[src/design/rala_pkg.sv]
// Shared types and constants for the route and ARP lookup block.
// No dependencies; every other design file but rala_ram uses this package.
package rala_pkg;

  // Default table depths.
  localparam int unsigned ROUTE_ENTRIES_DEF = 1024;
  localparam int unsigned ARP_ENTRIES_DEF   = 8;

  // Field widths of the request and response.
  localparam int unsigned ACTION_W = 2;
  localparam int unsigned INDEX_W  = 10;
  localparam int unsigned IP_W     = 32;
  localparam int unsigned PORT_W   = 4;
  localparam int unsigned MAC_W    = 48;

  // Configuration register widths.
  localparam int unsigned RCOUNT_W   = 11;
  localparam int unsigned ACOUNT_W   = 4;
  localparam int unsigned CFG_DATA_W = 11;
  localparam int unsigned CFG_IDX_W  = 1;

  // Depth of the queue between the front and the back.
  localparam int unsigned QDEPTH = 2;

  // Action codes of an incoming request.
  typedef enum logic [ACTION_W-1:0] {
    ACT_ROUTE_WR = 2'd0,
    ACT_ARP_WR   = 2'd1,
    ACT_LOOKUP   = 2'd2
  } action_e;

  // Configuration register indexes.
  typedef enum logic [CFG_IDX_W-1:0] {
    REG_ROUTE_COUNT = 1'b0,
    REG_ARP_COUNT   = 1'b1
  } cfg_reg_e;

  // Operations passed from the front to the back.
  typedef enum logic [1:0] {
    OP_ROUTE_WR,
    OP_ARP_WR,
    OP_LOOKUP
  } op_e;

  // Back-end sequencer states.
  typedef enum logic [1:0] {
    ST_IDLE,
    ST_ROUTE,
    ST_ARP,
    ST_DONE
  } back_state_e;

  typedef struct packed {
    op_e                 op;
    logic [INDEX_W-1:0]  index;
    logic [IP_W-1:0]     address;
    logic [IP_W-1:0]     mask;
    logic [IP_W-1:0]     hop;
    logic [PORT_W-1:0]   port;
    logic [MAC_W-1:0]    mac;
  } q_entry_t;

  // Head of the queue as seen by the back.
  typedef struct packed {
    logic     valid;
    q_entry_t entry;
  } q_head_t;

  typedef struct packed {
    logic [IP_W-1:0]   prefix;
    logic [IP_W-1:0]   mask;
    logic [IP_W-1:0]   hop;
    logic [PORT_W-1:0] port;
  } route_entry_t;

  typedef struct packed {
    logic [IP_W-1:0]  ip;
    logic [MAC_W-1:0] mac;
  } arp_entry_t;

endpackage

[src/design/rala_if.sv]
// Request and response channel interfaces with valid/ready handshake.
// Depends on rala_pkg for the field widths.
interface rala_req_if;
  logic                            valid;
  logic                            ready;
  logic [rala_pkg::ACTION_W-1:0]   action;
  logic [rala_pkg::INDEX_W-1:0]    index;
  logic [rala_pkg::IP_W-1:0]       address;
  logic [rala_pkg::IP_W-1:0]       mask;
  logic [rala_pkg::IP_W-1:0]       hop_address;
  logic [rala_pkg::PORT_W-1:0]     port;
  logic [rala_pkg::MAC_W-1:0]      mac;

  modport source (output valid, action, index, address, mask, hop_address, port, mac,
                  input ready);
  modport sink   (input valid, action, index, address, mask, hop_address, port, mac,
                  output ready);
endinterface


[src/design/rala_front.sv]
// Front end: accepts requests, classifies them and queues the useful ones.
// Depends on rala_pkg and the rala_req_if interface.
module rala_front #(
  parameter int unsigned ROUTE_ENTRIES = rala_pkg::ROUTE_ENTRIES_DEF,
  parameter int unsigned ARP_ENTRIES   = rala_pkg::ARP_ENTRIES_DEF
) (
  input  logic              clk_i,
  input  logic              rst_ni,
  rala_req_if.sink          req_i,
  input  logic              pop_i,
  output rala_pkg::q_head_t head_o
);
  import rala_pkg::*;

  localparam int unsigned QP_W = (QDEPTH > 1) ? $clog2(QDEPTH) : 1;
  localparam int unsigned QC_W = $clog2(QDEPTH + 1);

  q_entry_t          fifo_q [QDEPTH];
  logic [QP_W-1:0]   wptr_q, wptr_d;
  logic [QP_W-1:0]   rptr_q, rptr_d;
  logic [QC_W-1:0]   cnt_q, cnt_d;
  logic              accept;
  logic              keep;
  logic              push;
  logic              pop;
  q_entry_t          entry;

  // Classify the request: writes beyond a table and unknown actions are dropped.
  always_comb begin
    keep     = 1'b0;
    entry.op = OP_LOOKUP;
    unique case (action_e'(req_i.action))
      ACT_ROUTE_WR: begin
        keep     = 32'(req_i.index) < ROUTE_ENTRIES;
        entry.op = OP_ROUTE_WR;
      end
      ACT_ARP_WR: begin
        keep     = 32'(req_i.index) < ARP_ENTRIES;
        entry.op = OP_ARP_WR;
      end
      ACT_LOOKUP: begin
        keep     = 1'b1;
        entry.op = OP_LOOKUP;
      end
      default: keep = 1'b0;
    endcase
    entry.index   = req_i.index;
    entry.address = req_i.address;
    entry.mask    = req_i.mask;
    entry.hop     = req_i.hop_address;
    entry.port    = req_i.port;
    entry.mac     = req_i.mac;
  end

  assign req_i.ready = (cnt_q != QC_W'(QDEPTH));
  assign accept      = req_i.valid && req_i.ready;
  assign push        = accept && keep;
  assign pop         = pop_i && (cnt_q != '0);

  // Queue pointer and fill count update.
  always_comb begin
    wptr_d = wptr_q;
    rptr_d = rptr_q;
    cnt_d  = cnt_q;
    if (push) begin
      wptr_d = QP_W'(wptr_q + 1'b1);
    end
    if (pop) begin
      rptr_d = QP_W'(rptr_q + 1'b1);
    end
    if (push && !pop) begin
      cnt_d = QC_W'(cnt_q + 1'b1);
    end else if (pop && !push) begin
      cnt_d = QC_W'(cnt_q - 1'b1);
    end
  end

  always_ff @(posedge clk_i or negedge rst_ni) begin
    if (!rst_ni) begin
      wptr_q <= '0;
      rptr_q <= '0;
      cnt_q  <= '0;
    end else begin
      wptr_q <= wptr_d;
      rptr_q <= rptr_d;
      cnt_q  <= cnt_d;
    end
  end

  // Queue storage.
  always_ff @(posedge clk_i) begin
    if (push) begin
      fifo_q[wptr_q] <= entry;
    end
  end

  assign head_o.valid = (cnt_q != '0);
  assign head_o.entry = fifo_q[rptr_q];

endmodule

[src/flat_wrapper.sv]
// flat-port wrapper written by rule: the top's interface ports become plain ports
module rala_front_flat import rala_pkg::*;
#(
  parameter int unsigned ROUTE_ENTRIES = rala_pkg::ROUTE_ENTRIES_DEF,
  parameter int unsigned ARP_ENTRIES   = rala_pkg::ARP_ENTRIES_DEF
)
  (clk_i, rst_ni, pop_i, head_o, req_i_valid, req_i_action, req_i_index, req_i_address, req_i_mask, req_i_hop_address, req_i_port, req_i_mac, req_i_ready);
  rala_req_if req_i_i ();
  input  logic clk_i;
  input  logic rst_ni;
  input  logic pop_i;
  output rala_pkg::q_head_t head_o;
  input wire logic [$bits(req_i_i.valid)-1:0] req_i_valid;
  input wire logic [$bits(req_i_i.action)-1:0] req_i_action;
  input wire logic [$bits(req_i_i.index)-1:0] req_i_index;
  input wire logic [$bits(req_i_i.address)-1:0] req_i_address;
  input wire logic [$bits(req_i_i.mask)-1:0] req_i_mask;
  input wire logic [$bits(req_i_i.hop_address)-1:0] req_i_hop_address;
  input wire logic [$bits(req_i_i.port)-1:0] req_i_port;
  input wire logic [$bits(req_i_i.mac)-1:0] req_i_mac;
  output wire logic [$bits(req_i_i.ready)-1:0] req_i_ready;
  assign req_i_i.valid = req_i_valid;
  assign req_i_i.action = req_i_action;
  assign req_i_i.index = req_i_index;
  assign req_i_i.address = req_i_address;
  assign req_i_i.mask = req_i_mask;
  assign req_i_i.hop_address = req_i_hop_address;
  assign req_i_i.port = req_i_port;
  assign req_i_i.mac = req_i_mac;
  assign req_i_ready = req_i_i.ready;
  rala_front #(.ROUTE_ENTRIES(ROUTE_ENTRIES), .ARP_ENTRIES(ARP_ENTRIES)) u_core (.clk_i(clk_i), .rst_ni(rst_ni), .req_i(req_i_i), .pop_i(pop_i), .head_o(head_o));
endmodule
[config.mk]
export PLATFORM = sky130hd
export DESIGN_NAME = rala_front_flat
export DESIGN_NICKNAME = d
export VERILOG_FILES = /design/src/design/rala_pkg.sv /design/src/design/rala_if.sv /design/src/design/rala_front.sv /design/src/flat_wrapper.sv
export SDC_FILE = /design/constraint.sdc
export NUM_CORES = 1
export LEC_CHECK = 0
export CORE_ASPECT_RATIO = 0.7
export CORE_MARGIN = 2
export CORE_UTILIZATION = 30
export DETAILED_ROUTE_END_ITERATION = 10
export DONT_BUFFER_PORTS = 1
export GPL_TIMING_DRIVEN = 0
export PLACE_DENSITY = 0.42
export SLEW_MARGIN = 5
export SYNTH_ARGS = -nofsm -noshare
export SYNTH_HDL_FRONTEND = slang
export SYNTH_SLANG_ARGS = --single-unit
[constraint.sdc]
create_clock -name clk_i -period 9.4 [get_ports clk_i]
set_input_delay 0.47 -clock clk_i [delete_from_list [all_inputs] [get_ports clk_i]]
set_output_delay 0.47 -clock clk_i [all_outputs]
set_load 0.03 [all_outputs]
# Word level (Yosys, flattened, before mapping)
# Memories as Yosys holds them, arrays and structs flattened.
# Index checks and enable logic that the tools add are counted.
[op_classes]
add_sub_neg = 4
mul = 0
n_div = 0
n_lt_le_gt_ge = 1
n_eq_ne = 3
shift = 0
mux = 6
bitwise = 0
reduce_logical = 11
[op_table]
columns = ["op", "n"]
rows = [
  ["10-bit by 4-bit less-than comparator with 1-bit output, second input constant", 1],
  ["1-bit logical AND", 5],
  ["2-bit 2-to-1 mux", 2],
  ["2-bit one-hot mux with 2 select lines", 1],
  ["2-bit nonzero test", 2],
  ["1-bit adder, second input constant", 2],
  ["2-bit by 1-bit adder with 2-bit output, second input constant", 1],
  ["2-bit by 1-bit equality test with 1-bit output, second input constant", 1],
  ["2-bit equality test, second input constant", 1],
  ["1-bit logical NOT", 2],
  ["2-bit logical NOT", 1],
  ["1-bit 2-to-1 mux", 2],
  ["2-bit != test, second input constant", 1],
  ["1-bit one-hot mux with 2 select lines", 1],
  ["2-bit OR reduction", 1],
  ["2-bit by 1-bit subtractor with 2-bit output, second input constant", 1],
]
[word_totals]
regBits = 4
latch_bits = 0
ramBits = 320
rom_bits = 0
output_inout_bits = 162
elab_cells = 29
mem_count = 1
[memory_table]
columns = ["name", "words", "width", "rd", "rd_clocked_by_memory_dff", "write_ports", "line_no", "source"]
rows = [
  ["u_core.fifo_q", 2, 160, 1, 0, 1, "rala_front.sv:18", "q_entry_t fifo_q [QDEPTH];"],
]

# Depth between registers and ports, before layout
# Gate-level depths: netlist of the first run.
[logic_depth]
ltp_word = 8
depth_mapped = 7
ltp_nobuf = 7

# Worst setup path after synthesis of the first run
# No wires, ideal clock.
[synth_path]
kind = "input to register"
startpoint = "input port req_i_action[1]"
endpoint = "memory u_core.fifo_q[1][0] in the netlist's numbering (enable)"
setup_time_ns = 0.540
t_arrival_ns = 4.741
required_ns = 8.860
setup_slack_ns = 4.120
cell_stages = 4
path_cell_list = "nor4_2 -> nand2_1 -> a21oi_4 -> and2_1"
[synth_between]
elab_chain_cells = 6
word_cells_on_any_way = 8
[synth_rtl]
columns = ["element", "line_no", "source"]
rows = [
  ["start, declared", "flat_wrapper.sv:14", "input wire logic [$bits(req_i_i.action)-1:0] req_i_action;"],
  ["2-bit equality test / 2-bit logical NOT (equally long branches)", "rala_front.sv:32", "unique case (action_e'(req_i.action))"],
  ["2-bit OR reduction (no source line)", "n/a", ""],
  ["1-bit one-hot mux with 2 select lines *", "rala_front.sv:32", ""],
  ["1-bit logical AND *", "rala_front.sv:57", "assign push = accept && keep;"],
  ["via u_core.push", "rala_front.sv:24", "logic push;"],
  ["1-bit 2-to-1 mux *", "rala_front.sv:92", "if (push) begin"],
  ["1-bit 2-to-1 mux (not written as such) *", "rala_front.sv:93", "fifo_q[wptr_q] <= entry;"],
  ["end, declared", "rala_front.sv:18", ""],
]
# The timed path passes the listed nets; every way through them passes the cells marked *.

==> impl_metrics.csv, run 1 <==
group,metric,value,unit
routing,ant_nets,0,
timing,clock_skew,12.24,ps
floorplan,ios,326,
setup_path,cp-end-kind,"output pin",
floorplan,die_width,241.3,µm
power,power_leakage,0.004325,µW
timing,fmax,395.9,MHz
logic_synthesis,syn_inst,521,
finish,diodes,0,
timing,min_period_over_period,26.87,%
floorplan,fp.dieH,170.1,µm
routing,drtIter0Drc,245,
logic_synthesis,ys_types,20,
clocking,tritoncts,"yes",
finish,mostFrequentLayoutCell,"edfxtp_1",
timing,finalHoldViolations,0,
grt,grt_use_total,11.19,%
finish,syn_to_final_growth,15.41,%
placement,pre_cts_ws,6923,ps
setup_path,crit_fanout,10,
clocking,cts_made_buffers,34,
clocking,path_clk_slew,60,ps
placement,hpwl,16.72,mm
placement,gp_congestion,0.7151,
status,status,"finished clean",
routing,totalWireLength,23.89,mm
clocking,clock-sinks,324,
power,swShare,35.00,%
timing,worstMarginPinSlew,630.9,ps
setup_path,startpoint_type,"flop",
logic_synthesis,syn_area,11830,µm²
timing,setup_viol,0,
timing,finalWorstSetupSlack,6874,ps
routing,num_vias,4898,
setup_path,cp.arrival,2060,ps
finish,layout.nets,729,
finish,mostFrequentLayoutCells,"320 x edfxtp_1, 160 x mux2_1, 35 x clkbuf_16, 10 x buf_6, 10 x clkbuf_1",
routing,first_pass_iters,4,
floorplan,num_rows,60,
grt,grt_pass1_wl,33.76,mm
clocking,clk_latency,510,ps
setup_path,crit_type,"flop to output pin",
floorplan,initial_utilization,30.60,%
power,ir_worst_vdd,0.1995,mV
routing,via_per_inst,4.401,
clocking,ctsRootBufferMaster,"clkbuf_16",
logic_synthesis,synthTopCellsByArea,"edfxtp_1 81%, mux2_1 15%, buf_6 0.95%",
logic_synthesis,synth_top_area_cell,"edfxtp_1",
finish,seq_area,9709,µm²
timing,finalSetupTns,0,ps
power,p_comb_share,29.0,%
timing,relSlewSlack,57.94,%
power,power.density,314.6,nW/µm²
job,cap_violations,0,
floorplan,core_area,38660,µm²
clocking,cts_buffer_depth,3,
logic_synthesis,synth_top_area_share,81.24,%
logic_synthesis,synth_warnings,0,
timing,maxSlewViolCount,0,
grt,grt_max_degree,51,
finish,drive_gt1_share,12.97,%
grt,antenna_found_initial,0,
logic_synthesis,synth-seq-cells,324,
finish,multi_input_area,1968,µm²
worst_hold_path,holdCritPathClass,"primary input to flop",
power,pwr-share-seq,42.7,%
logic_synthesis,syn_nets,686,
timing,min_period,2526,ps
routing,drc_errors,0,
floorplan,die-area,41060,µm²
setup_path,cp_data_required_time,8930,ps
finish,fill_cells,3557,
power,p_int,2791,µW
grt,first_global_vias,5206,
power,pwr-share-clk,28.3,%
timing,grt_setup_unrepaired,"false",
clocking,h-tree-depth,2,
logic_synthesis,ys_seq_area_share,82.08,%
clocking,post-cts-setup-buffer-count,0,
power,power.switching,1503,µW
placement,numPortBuffers,0,
logic_synthesis,syn_avg_cell_area,22.70,µm²
grt,grt.overflow.total,0,
routing,routedWlPerCell,21.46,µm
## cells in the mapped netlist
master    count
a21oi_4       1
and2_1        1
and2b_1       1
buf_2         8
buf_6        10
clkbuf_1      1
dfrtp_1       4
edfxtp_1    320
ha_1          1
mux2_1      160
nand2_1       3
nand2b_1      1
nor2_1        1
nor2b_1       1
nor4_2        1
nor4_4        1
or2_1         1
xnor2_1       2
xor2_1        2
xor2_2        1
## path summary, 6_finish.rpt
path | start | end | slack (ps) | cells past startpoint
min in group asynchronous | rst_ni | u_core.cnt_q[1] | 230 | 1
setup / recovery | u_core.rptr_q | head_o[103] | 6870 | 4
max in group asynchronous | rst_ni | u_core.wptr_q | 8990 | 1
hold reg to reg | u_core.cnt_q[1] | u_core.cnt_q[1] | 520 | 1
hold / removal | req_i_hop_address[0] | u_core.fifo_q[0][52] | 50 | 0
setup reg to reg | u_core.cnt_q[0] | u_core.fifo_q[0][72] | 6940 | 5
## routing by layer
layer | wire length [µm] | GRT usage, % | part of all wire [%] | vias to the layer above
li1 | - | - | - | 2154
met1 | 8534 | 11.69 | 36 | 2486
met2 | 11420 | 18.55 | 48 | 211
met3 | 3319 | 6.975 | 14 | 47
met4 | 616 | 3.570 | 2.6 | 0
met5 | 0 | 0 | 0 | -
## critical path, stage by stage, from the launching register on
cell and delay (ps):
dfrtp_1 310, buf_2 250, buf_6 260, buf_6 200, mux2_1 500
## layout make-up
type / instances / share of cell area, %
clock buffer: 45 / 6.764
sequential: 324 / 71.12
timing repair buffer: 7 / 1.173
buffer: 19 / 1.146
clock inverter: 13 / 0.5499
tap: 527 / 4.830
multi-input combinational: 178 / 14.42
## through the flow
stage               total power (µW)  std cells  hold WS [ps]  cell area, µm²  utilization [%]
floorplan                       2922        521         174.4           11830                -
global placement                3149       1048         174.7           12490            32.30
detailed placement              3139       1054         174.7           12640            32.70
CTS                             4377       1113         11.77           13650            35.31
global route                    4484       1113         12.44           13650            35.31
finish                          4294       1113         46.70           13650            35.31
## power groups by stage
stage               combinational [µW]  sequential [µW]  clock (µW)
floorplan                         1040             1880           0
CTS                               1280             1830        1260
global route                      1320             1850        1320
global placement                  1240             1910           0
detailed placement                1270             1860           0
finish                            1250             1830        1210
## state kept, by name, summed over array words and instances, names as in the netlist
register,cells
u_core.fifo_q,320
u_core.cnt_q,2
u_core.rptr_q,1
u_core.wptr_q,1
## cell families (layout without fill, tap and decap cells)
family | after synthesis | in the layout | synth area share [%]
AND/OR/NAND/NOR | 11 | 11 | 0.6876
XOR/XNOR | 5 | 5 | 0.4338
AO/OA/AOI/OAI | 1 | 1 | 0.1375
adder cells (fa/ha/maj) | 1 | 1 | 0.1058
buffers and inverters | 19 | 84 | 1.322
flip-flops | 324 | 324 | 82.08
multiplexers | 160 | 160 | 15.23
## repair_timing
action | 4_1_cts | 5_1_grt
hold buffers | 1 | 0
hold endpoints to repair | 4 | 0
resized for setup | 0 | 0
Note: power is estimated with default switching activity, not from simulation.
==> run 2: changes to the inputs <==
- ABC_AREA: default -> 1
- PLACE_DENSITY: 0.42 -> 0.43
- clock period: 9.4 -> 2.1 ns (I/O delays scaled with it)
==> impl_metrics.csv, run 2 <==
group,metric,value,unit
setup_path,cp_data_required_time,2000,ps
logic_synthesis,yosys-top-cells-count,"488 x nand2_1, 320 x edfxtp_1, 15 x buf_2",
job,cap_violations,0,
clocking,ctsRootBufferMaster,"clkbuf_16",
timing,worstMarginPinSlew,517.0,ps
setup_path,startpoint_type,"flop",
logic_synthesis,synth-seq-cells,324,
logic_synthesis,syn_inst,870,
routing,routedWlPerCell,17.28,µm
logic_synthesis,syn_avg_cell_area,13.68,µm²
finish,layout.nets,1252,
timing,finalSetupTns,0,ps
setup_path,cp.arrival,1850,ps
logic_synthesis,synth_warnings,0,
clocking,tritoncts,"yes",
floorplan,die-area,41310,µm²
logic_synthesis,syn_area,11900,µm²
routing,drc_errors,0,
power,p_total,21660,µW
timing,min_period_over_period,93.01,%
routing,via_per_inst,4.168,
grt,grt_use_total,13.33,%
routing,ant_nets,0,
setup_path,cp-end-kind,"output pin",
timing,relSlewSlack,65.53,%
finish,diodes,0,
finish,largest_reg_flops,320,
finish,mostFrequentLayoutCell,"nand2_1",
finish,syn_to_final_growth,32.67,%
logic_synthesis,synth_edf_count,320,
timing,fmax,512.0,MHz
finish,multi_input_area,2135,µm²
clocking,path_clk_slew,60,ps
worst_hold_path,holdCritPathClass,"primary input to flop",
logic_synthesis,synthFlopType,"edfxtp_1",
timing,setup_viol,0,
clocking,clock-sinks,324,
grt,grt_max_degree,35,
grt,antenna_found_initial,0,
finish,seq_area,9709,µm²
setup_path,reg2reg_slack,200,ps
timing,maxSlewViolCount,0,
floorplan,ios,326,
setup_path,crit_fanout,10,
grt,first_global_vias,6791,
logic_synthesis,synth_top_area_cell,"edfxtp_1",
logic_synthesis,yosysMostFrequentCell,"nand2_1",
finish,largest_registers,"u_core.fifo_q x320, u_core.cnt_q x2",
power,ir_worst_vdd,0.6096,mV
floorplan,die_width,242.1,µm
logic_synthesis,synth_top_area_share,80.73,%
clocking,h-tree-depth,2,
power,power.density,1372,nW/µm²
finish,drive_gt1_share,15.86,%
floorplan,initial_utilization,30.22,%
status,status,"finished clean",
clocking,cts_made_buffers,34,
grt,grt_pass1_wl,41.70,mm
routing,first_pass_iters,4,
finish,largest-register,"u_core.fifo_q",
timing,grt_setup_unrepaired,"false",
timing,finalHoldViolations,0,
floorplan,num_rows,61,
logic_synthesis,async_flop_share,1.235,%
logic_synthesis,synthTopCellsByArea,"edfxtp_1 81%, nand2_1 15%, buf_6 0.95%",
timing,clock_skew,17.60,ps
logic_synthesis,ys_types,17,
clocking,cts_buffer_depth,3,
placement,gp_congestion,0.7117,
floorplan,fp.dieH,170.7,µm
finish,fill_cells,3720,
logic_synthesis,ys_seq_area_share,81.57,%
routing,totalWireLength,28.42,mm
clocking,clk_latency,510,ps
placement,numPortBuffers,0,
logic_synthesis,syn_nets,1035,
setup_path,crit_type,"flop to output pin",
finish,mostFrequentLayoutCells,"409 x nand2_1, 320 x edfxtp_1, 165 x dlygate4sd3_1, 78 x nand2_2, 35 x clkbuf_16",
grt,grt.overflow.total,0,
timing,min_period,1953,ps
routing,num_vias,6857,
routing,drtIter0Drc,299,
floorplan,core_area,39380,µm²
placement,hpwl,19.55,mm
power,power_leakage,0.005951,µW
## run 2: cell types whose count changed after synthesis, moves of 5 or more
cell,before,now
nand2_1,3,488
inv_1,0,6
nor2_1,1,6
buf_2,8,15
clkbuf_1,1,7
mux2_1,160,0
## run 2: metrics by stage
stage	std cells	setup WS [ps]	hold slack, ps	utilization, %	cell area, µm²
after global routing	1645	3.668	122.8	40.10	15790
after CTS	1646	0.1297	48.38	39.67	15620
after global placement	1405	-3183	-190.3	31.97	12590
after floorplan	870	-1386	-190.6	-	11920
final	1645	146.8	72.46	40.10	15790
after detailed placement	1417	-255.8	-190.3	32.65	12860
## run 2: final timing paths
| kind | startpoint | cells past startpoint | end |
|---|---|---|---|
| worst max register to register | u_core.cnt_q[0] | 6 | u_core.fifo_q[0][108] |
| worst min-delay path | req_i_index[5] | 6 | u_core.wptr_q |
| worst min register to register | u_core.wptr_q | 2 | u_core.wptr_q |
| max in group asynchronous | rst_ni | 2 | u_core.cnt_q[1] |
| worst max-delay path | u_core.rptr_q | 6 | head_o[149] |
| min in group asynchronous | rst_ni | 2 | u_core.rptr_q |
## run 2: worst max-delay path, stage by stage, from the launching register on
cell	delay (ps)
dfrtp_1	350
buf_4	190
inv_4	120
buf_8	200
buf_6	160
nand2_1	60
nand2_1	240
## run 2: metal layers
metal	up-vias	wire length, µm	global-route usage [%]
met5	-	0	0
met2	178	13390	21.33
li1	3377	-	-
met1	3266	12620	17.34
met3	36	1877	4.580
met4	0	527	3.650
## run 2: logic make-up (layout without fill, tap and decap cells)
family / count (synthesis) / in the layout / synth area share (%)
simple gates: 495 / 495 / 15.62
flops: 324 / 324 / 81.57
buf+inv: 43 / 283 / 2.292
compound gates: 4 / 4 / 0.1892
xor+xnor: 3 / 3 / 0.2208
fa+ha+maj: 1 / 1 / 0.1051
## run 2: where the power goes
group	switching (µW)	internal (µW)	total, µW	leakage (µW)
Sequential	157	8000	8160	0.00297
Clock	2340	3270	5610	0.000504
Combinational	6300	1590	7900	0.00248
## run 2: final cells by class
cell class,count,area share [%]
multi-input combinational,503,13.52
tap,535,4.239
buffer,36,1.719
timing repair buffer,181,12.28
clock inverter,14,0.5784
clock buffer,45,5.974
inverter,7,0.2060
sequential,324,61.48
## run 2: timing repair
action / CTS / global route
hold buffers: 165 / 0
pin swaps: 1 / 0
gates resized for setup: 16 / 78
gates cloned: 0 / 0
buffers inserted: 5 / 0
endpoints found under the hold margin: 327 / 0
endpoints found under the setup margin: 121 / 117
